<file path="src/sv/ps2md_pkg.sv">
// ps2md_pkg: types and constants shared by the ps/2 mouse packet decoder
// depends on nothing
`default_nettype none
package ps2md_pkg;

    localparam logic [1:0] EV_MOVE    = 2'd0;
    localparam logic [1:0] EV_PRESS   = 2'd1;
    localparam logic [1:0] EV_RELEASE = 2'd2;

    localparam logic [1:0] REG_FOUR_BYTE = 2'd0;
    localparam logic [1:0] REG_MAX_X     = 2'd1;
    localparam logic [1:0] REG_MAX_Y     = 2'd2;

    localparam logic [11:0] MAX_X_RESET = 12'd1023;
    localparam logic [11:0] MAX_Y_RESET = 12'd767;

    typedef struct packed {
        logic        four_byte_packets;
        logic [11:0] max_x;
        logic [11:0] max_y;
    } cfg_t;

    typedef struct packed {
        logic [1:0]  event_kind;
        logic [11:0] pos_x;
        logic [11:0] pos_y;
        logic [4:0]  button_bits;
        logic        last;
    } result_t;

    typedef struct packed {
        logic [1:0] count;
        result_t    first;
        result_t    second;
    } push_t;

endpackage
`default_nettype wire

</file>
<file path="src/sv/ps2_mouse_packet_decoder.sv">
// ps2_mouse_packet_decoder: ps/2 mouse byte stream to pointer and button events
// an accepted byte is registered, then its results are written into the queue
// throughput: one byte per cycle; results leave one per cycle through the queue while
// m_ready is high; a held input word waits only while the queue lacks room for two words
// reset: position, buttons and byte count clear, max_x 1023, max_y 767, three-byte packets
// depends on ps2md_pkg, ps2md_core, ps2md_fifo
`default_nettype none
module ps2_mouse_packet_decoder
    import ps2md_pkg::*;
#(
    parameter int FIFO_DEPTH = 4
) (
    input  wire logic        aclk,
    input  wire logic        aresetn,
    input  wire logic        s_valid,
    output logic             s_ready,
    input  wire logic [7:0]  s_data_byte,
    output logic             m_valid,
    input  wire logic        m_ready,
    output logic [1:0]       m_event_kind,
    output logic [11:0]      m_pos_x,
    output logic [11:0]      m_pos_y,
    output logic [4:0]       m_button_bits,
    output logic             m_last,
    input  wire logic        cfg_wr_en,
    input  wire logic [1:0]  cfg_index,
    input  wire logic [11:0] cfg_wr_data
);

    cfg_t        cfg_reg;
    logic        in_valid_reg;
    logic [7:0]  in_byte_reg;
    logic        room_for_two, process, pop;
    push_t       push;
    result_t     head;

    // input word goes through once the queue can take both possible results
    assign process = in_valid_reg && room_for_two;
    assign s_ready = !in_valid_reg || process;
    assign pop     = m_valid && m_ready;

    always_ff @(posedge aclk) begin
        if (!aresetn) begin
            in_valid_reg <= 1'b0;
        end else if (s_ready) begin
            in_valid_reg <= s_valid;
        end
    end

    always_ff @(posedge aclk) begin
        if (s_ready && s_valid) begin
            in_byte_reg <= s_data_byte;
        end
    end

    always_ff @(posedge aclk) begin
        if (!aresetn) begin
            cfg_reg.four_byte_packets <= 1'b0;
            cfg_reg.max_x             <= MAX_X_RESET;
            cfg_reg.max_y             <= MAX_Y_RESET;
        end else if (cfg_wr_en) begin
            case (cfg_index)
                REG_FOUR_BYTE: cfg_reg.four_byte_packets <= cfg_wr_data[0];
                REG_MAX_X:     cfg_reg.max_x             <= cfg_wr_data;
                REG_MAX_Y:     cfg_reg.max_y             <= cfg_wr_data;
                default: begin
                end
            endcase
        end
    end

    ps2md_core u_core (
        .aclk      (aclk),
        .aresetn   (aresetn),
        .en        (process),
        .data_byte (in_byte_reg),
        .cfg       (cfg_reg),
        .push      (push)
    );

    ps2md_fifo #(
        .DEPTH (FIFO_DEPTH)
    ) u_fifo (
        .aclk         (aclk),
        .aresetn      (aresetn),
        .push         (push),
        .pop          (pop),
        .room_for_two (room_for_two),
        .not_empty    (m_valid),
        .head         (head)
    );

    assign m_event_kind  = head.event_kind;
    assign m_pos_x       = head.pos_x;
    assign m_pos_y       = head.pos_y;
    assign m_button_bits = head.button_bits;
    assign m_last        = head.last;

endmodule
`default_nettype wire

</file>
<file path="src/sv/ps2md_core.sv">
// ps2md_core: packet assembly, delta decode, position update and event build
// depends on ps2md_pkg
`default_nettype none
module ps2md_core
    import ps2md_pkg::*;
(
    input  wire logic       aclk,
    input  wire logic       aresetn,
    input  wire logic       en,
    input  wire logic [7:0] data_byte,
    input  wire cfg_t       cfg,
    output push_t           push
);

    logic [1:0]  byte_index_reg, byte_index_next;
    logic [7:0]  packet_bytes_reg [3];
    logic [11:0] position_x_reg, position_x_next;
    logic [11:0] position_y_reg, position_y_next;
    logic [4:0]  prev_buttons_reg;

    logic               complete;
    logic [7:0]         b0, b1, b2, b3;
    logic signed [9:0]  dx_raw, dy_raw;
    logic signed [11:0] dx_b, dy_b;
    logic signed [13:0] sum_x, sum_y;
    logic [4:0]         buttons;
    logic               wheel, moved, changed;
    result_t            move_ev, btn_ev;

    function automatic logic signed [11:0] boost(input logic signed [9:0] d);
        logic signed [11:0] w;
        w = {{2{d[9]}}, d};
        if (d > 10'sd5 || d < -10'sd5) begin
            return w + (w <<< 1);
        end
        return w;
    endfunction

    function automatic logic [11:0] clamp(input logic signed [13:0] p,
                                          input logic [11:0] mx);
        if (p < 14'sd0) begin
            return 12'd0;
        end
        if (p > $signed({2'b00, mx})) begin
            return mx;
        end
        return p[11:0];
    endfunction

    always_comb begin
        complete = cfg.four_byte_packets ? (byte_index_reg == 2'd3)
                                         : (byte_index_reg >= 2'd2);
        b0 = packet_bytes_reg[0];
        b1 = packet_bytes_reg[1];
        b2 = cfg.four_byte_packets ? packet_bytes_reg[2] : data_byte;
        b3 = cfg.four_byte_packets ? data_byte : 8'd0;

        dx_raw = {b0[4] ? 2'b11 : 2'b00, b1};
        dy_raw = $signed((b0[5] ? 10'd256 : 10'd0) - {2'b00, b2});
        dx_b   = boost(dx_raw);
        dy_b   = boost(dy_raw);
        sum_x  = $signed({2'b00, position_x_reg}) + {{2{dx_b[11]}}, dx_b};
        sum_y  = $signed({2'b00, position_y_reg}) + {{2{dy_b[11]}}, dy_b};
        position_x_next = clamp(sum_x, cfg.max_x);
        position_y_next = clamp(sum_y, cfg.max_y);

        wheel   = b3[3:0] != 4'd0;
        buttons = {b3[5], b3[4], b0[2:0]};
        moved   = (dx_b != 12'sd0) || (dy_b != 12'sd0) || wheel;
        changed = buttons != prev_buttons_reg;

        byte_index_next = complete ? 2'd0 : byte_index_reg + 2'd1;

        move_ev.event_kind  = EV_MOVE;
        move_ev.pos_x       = position_x_next;
        move_ev.pos_y       = position_y_next;
        move_ev.button_bits = buttons;
        move_ev.last        = !changed;

        btn_ev.event_kind  = (buttons != 5'd0) ? EV_PRESS : EV_RELEASE;
        btn_ev.pos_x       = position_x_next;
        btn_ev.pos_y       = position_y_next;
        btn_ev.button_bits = buttons;
        btn_ev.last        = 1'b1;

        push.count  = (en && complete) ? ({1'b0, moved} + {1'b0, changed}) : 2'd0;
        push.first  = moved ? move_ev : btn_ev;
        push.second = btn_ev;
    end

    always_ff @(posedge aclk) begin
        if (!aresetn) begin
            byte_index_reg      <= 2'd0;
            packet_bytes_reg[0] <= 8'd0;
            packet_bytes_reg[1] <= 8'd0;
            packet_bytes_reg[2] <= 8'd0;
            position_x_reg      <= 12'd0;
            position_y_reg      <= 12'd0;
            prev_buttons_reg    <= 5'd0;
        end else if (en) begin
            byte_index_reg <= byte_index_next;
            if (complete) begin
                position_x_reg   <= position_x_next;
                position_y_reg   <= position_y_next;
                prev_buttons_reg <= buttons;
            end else begin
                packet_bytes_reg[byte_index_reg] <= data_byte;
            end
        end
    end

endmodule
`default_nettype wire

</file>
<file path="src/sv/ps2md_fifo.sv">
// ps2md_fifo: result queue taking up to two words a cycle, giving one
// depends on ps2md_pkg
`default_nettype none
module ps2md_fifo
    import ps2md_pkg::*;
#(
    parameter int DEPTH = 4
) (
    input  wire logic  aclk,
    input  wire logic  aresetn,
    input  wire push_t push,
    input  wire logic  pop,
    output logic       room_for_two,
    output logic       not_empty,
    output result_t    head
);

    localparam int PW = $clog2(DEPTH);
    localparam int CW = $clog2(DEPTH + 1);

    result_t         entries_reg [DEPTH];
    logic [PW-1:0]   wr_ptr_reg, wr_ptr_next;
    logic [PW-1:0]   rd_ptr_reg;
    logic [CW-1:0]   count_reg, count_next;

    always_comb begin
        wr_ptr_next  = wr_ptr_reg + PW'(push.count);
        count_next   = count_reg + CW'(push.count) - CW'(pop);
        not_empty    = count_reg != CW'(0);
        room_for_two = count_reg <= CW'(DEPTH - 2);
        head         = entries_reg[rd_ptr_reg];
    end

    always_ff @(posedge aclk) begin
        if (!aresetn) begin
            wr_ptr_reg <= '0;
            rd_ptr_reg <= '0;
            count_reg  <= '0;
        end else begin
            wr_ptr_reg <= wr_ptr_next;
            count_reg  <= count_next;
            if (pop) begin
                rd_ptr_reg <= rd_ptr_reg + PW'(1);
            end
        end
    end

    always_ff @(posedge aclk) begin
        if (push.count != 2'd0) begin
            entries_reg[wr_ptr_reg] <= push.first;
        end
        if (push.count == 2'd2) begin
            entries_reg[wr_ptr_reg + PW'(1)] <= push.second;
        end
    end

endmodule
`default_nettype wire

</file>
<file path="config.mk">
export PLATFORM = sky130hd
export DESIGN_NAME = ps2_mouse_packet_decoder
export DESIGN_NICKNAME = d
export VERILOG_FILES = /design/src/sv/ps2md_pkg.sv /design/src/sv/ps2_mouse_packet_decoder.sv /design/src/sv/ps2md_core.sv /design/src/sv/ps2md_fifo.sv
export SDC_FILE = /design/constraint.sdc
export NUM_CORES = 1
export LEC_CHECK = 0
export BUFFER_PORTS_ARGS = -buffer_cell sky130_fd_sc_hd__buf_2
export CAP_MARGIN = 10
export CORE_MARGIN = 3
export CORE_UTILIZATION = 49
export CTS_CLUSTER_DIAMETER = 60
export DETAILED_ROUTE_END_ITERATION = 7
export GPL_TIMING_DRIVEN = 0
export PLACE_DENSITY = 0.75
export SLEW_MARGIN = 10
export SYNTH_ARGS = -nofsm -noshare
export SYNTH_HDL_FRONTEND = slang
export SYNTH_SLANG_ARGS = --single-unit
</file>
<file path="constraint.sdc">
create_clock -name aclk -period 10.2 [get_ports aclk]
set_input_delay 0.51 -clock aclk [delete_from_list [all_inputs] [get_ports aclk]]
set_output_delay 0.51 -clock aclk [all_outputs]
set_load 0.02 [all_outputs]
</file>
==> qor.csv <==
stage,metric,value,unit
final_layout,share of cells above drive strength 1,13.82,%
worst_setup_path,crit path DAT,9.73,ns
timing,Final Hold Vio Count,0,
synthesis,Ys Warns,0,
grt,vias in the first global route,9740,
worst_setup_path,Top Family by Delay on Critical Path,compound AO/OA/AOI/OAI gates,
timing,Highest Clock Rate,0.1057,GHz
worst_setup_path,worst-path fanout max,10,
detailed_routing,Pre-antenna DRT Iters,5,
clock_tree,# hold bufs at CTS,0,
timing,Tcrit/Tclk final,92.78,%
grt,first-pass GRT wire length,49890,um
clock_tree,CTS resizes,0,
floorplan,core area,25620,um^2
synthesis,area of the mapped netlist,12980,um^2
timing,slew margin rel.,32.15,%
floorplan,# rows,58,
timing,shortest period the worst path allows,9.463,ns
grt,antenna violations before repair,0,
timing,fin. max-slew vios,0,
worst_hold_path,hold crit path type,in2reg,
power,Peak VDD IR,0.1338,mV
detailed_routing,drt drc,0,
worst_setup_path,Setup CP Type,reg2reg,
timing,Tightest Pin Transition,1.018,ns
timing,unrepaired setup endpoints after global routing,yes,
clock_tree,TritonCTS Buffers,26,
synthesis,register area share after synthesis,46.18,%
worst_setup_path,CP max stage delay,0.58,ns
final_layout,design area,14520,um^2
worst_setup_path,Most Frequent Cell on Critical Path,a21oi_1,
power,Leak,5.545,nW
worst_hold_path,hold path depth,1,
clock_tree,worst-skew pair later-pin latency,0.54,ns
worst_setup_path,Buf/Inv on CP,7,
synthesis,Avg Synthesized Cell Area,10.54,um^2
worst_setup_path,R2R cell count,35,
timing,clock skew,0.02480,ns
synthesis,most common cell in the synthesized netlist,edfxtp_1,
placed_design,placed cell count,1622,
worst_hold_path,HP Start,s_data_byte[4],
synthesis,post-synthesis cell count,1232,
clock_tree,register clock-pin slew on the reported worst setup and hold paths,0.06,ns
run_status,outcome,"finished, final reports clean",
clock_tree,H-tree level count,1,
detailed_routing,Vias/cell,5.787,
synthesis,ranking of synthesized cells by area,"edfxtp_1 35%, dfxtp_1 11%, ha_1 8.7%, mux4_2 5.6%, nor2_1 3.4%",
detailed_routing,DRT antenna net count,0,
synthesis,Post-synth ARST share,0,%
synthesis,area share of the largest cell type after synthesis,35.39,%
placed_design,port bufs,60,
clock_tree,clk sink count,223,
worst_setup_path,R2R Path Start,cfg_reg[24],
worst_setup_path,CP Capture Type,register,
clock_tree,TritonCTS clock tree,built,
clock_tree,post-CTS setup buffer count,0,
floorplan,Die Area,28480,um^2
synthesis,Synth cell types,79,
final_layout,final net count,1442,
clock_tree,Root Buffer,clkbuf_16,
worst_setup_path,worst r2r dst,u_fifo.entries_reg[2][15],
detailed_routing,DRT iter0 DRCs,750,
placed_design,dpl hpwl,22360,um
synthesis,"EDFF count, synth",153,
synthesis,Synth Net Count,1354,
worst_hold_path,end of the worst hold path,in_byte_reg[4],
power,PwrDens,184.7,nW/um^2
worst_setup_path,Critical Path RT,10.47,ns
floorplan,DIE WIDTH,168.8,um
placed_design,RePlAce Congestion,0.8944,
clock_tree,clk buf depth,3,
synthesis,register bit total from synthesis,223,
placed_design,Placed Instance Area,13700,um^2
final_layout,max FFs per register,128,
grt,GRT overflow,0,
floorplan,DIE HEIGHT,168.8,um
job,Max-Cap Viols,0,
detailed_routing,WL final,30920,um
synthesis,Synth area leader,edfxtp_1,
worst_setup_path,startpoint types,register,
worst_setup_path,R2R Setup Slk,0.74,ns
final_layout,Inserted Diodes,0,
grt,Tot GR Track Use,21.62,%
detailed_routing,wire per inst,18.53,um
timing,Setup-failing EPs final,0,
floorplan,num ports,61,
synthesis,commonest cells in the netlist,"153 x edfxtp_1, 117 x nor2_1, 107 x nand2_1, 90 x ha_1, 86 x inv_1",
final_layout,utilization after layout,56.66,%
floorplan,Initial Util,50.68,%
detailed_routing,DR vias,9658,
grt,largest net degree at the start of global routing,34,
final_layout,non-filler instance count after layout,1669,
timing,Hold Slack,0.1581,ns
worst_setup_path,Crit-path slowest cell,mux2i_1,
final_layout,"Area growth, synth to finish",11.81,%
synthesis,Synth Flop Type,edfxtp_1,
[worst max path at each step]
stage,from,endpoint,depth (start not counted)
after global placement,cfg_reg[24],u_fifo.entries_reg[3][13],36
final,cfg_reg[24],u_fifo.entries_reg[2][15],35
after detailed placement,cfg_reg[24],u_fifo.entries_reg[3][13],36
after floorplan,cfg_reg[24],u_fifo.entries_reg[0][14],36
after CTS,cfg_reg[24],u_fifo.entries_reg[3][13],36
after global routing,cfg_reg[24],u_fifo.entries_reg[2][15],36
[worst reg2reg max path, delay by kind of cell, from the launching register on]
family	cells	cell delay [ns]
and+or+nand+nor	10	1.98
adders and majority gates	4	1.32
buffers and inverters	7	1.85
AOI/OAI and AO/OA	10	2.07
muxes	2	1.10
DFF	1	0.32
xor gates and xnor gates	2	0.55
[layer usage]
metal	part of all wire (%)	track usage [%]	vias to the layer above
met5	0	0	-
met3	6.1	3.013	80
met4	4.0	7.933	0
met1	43	29.35	4623
met2	47	35.62	312
li1	-	-	4643
[power by group]
part / switching [W] / total, W / internal, W
clock network: 0.000376 / 0.000873 / 0.000497
registers: 0.0000280 / 0.00102 / 0.000993
logic: 0.000465 / 0.000788 / 0.000324
[placed cells by master (no fill, tap or decap), types with 9 or more instances in the layout]
| cell type | n |
|---|---|
| a21boi_0 | 11 |
| a21o_1 | 9 |
| a21oi_1 | 45 |
| and2_1 | 36 |
| buf_2 | 62 |
| clkbuf_1 | 52 |
| clkbuf_16 | 26 |
| dfxtp_1 | 70 |
| edfxtp_1 | 153 |
| ha_1 | 90 |
| inv_1 | 82 |
| mux2_2 | 12 |
| mux2i_1 | 31 |
| mux4_2 | 32 |
| nand2_1 | 107 |
| nand2b_1 | 14 |
| nand3_1 | 16 |
| nor2_1 | 117 |
| nor2b_1 | 19 |
| nor3_1 | 56 |
| o211ai_1 | 28 |
| o21a_1 | 11 |
| o21ai_0 | 54 |
| o31ai_1 | 13 |
| xnor2_1 | 30 |
| xor2_1 | 14 |
[cells by family after synthesis]
group           share of synthesized area [%]
fa+ha+maj                               9.445
simple gates                            15.73
compound gates                          11.91
buf+inv                                 4.298
flops                                   46.18
xor+xnor                                3.219
mux                                     9.214
[cell type report]
cell class	instances	area, um^2
Inverter	88	330.3
Tap cell	330	412.9
Fill cell	2165	11100
Clock inverter	17	135.1
Buffer	58	229.0
Clock buffer	30	665.6
Sequential cell	223	5996
Multi-Input combinational cell	863	6446
Timing Repair Buffer	60	300.3
[metrics by stage]
| stage | total power, W | setup WS, ns | TNS (ns) |
|---|---|---|---|
| 3_5_place_dp | 0.001820 | 0.4106 | 0 |
| 5_1_grt | 0.002813 | -0.02586 | -0.1273 |
| 3_3_place_gp | 0.001804 | 0.6324 | 0 |
| 2_1_floorplan | 0.001614 | 2.401 | 0 |
| 6_report | 0.002681 | 0.7368 | 0 |
| 4_1_cts | 0.002690 | 0.3820 | 0 |
No activity file was read; power rests on OpenSTA's default activity.
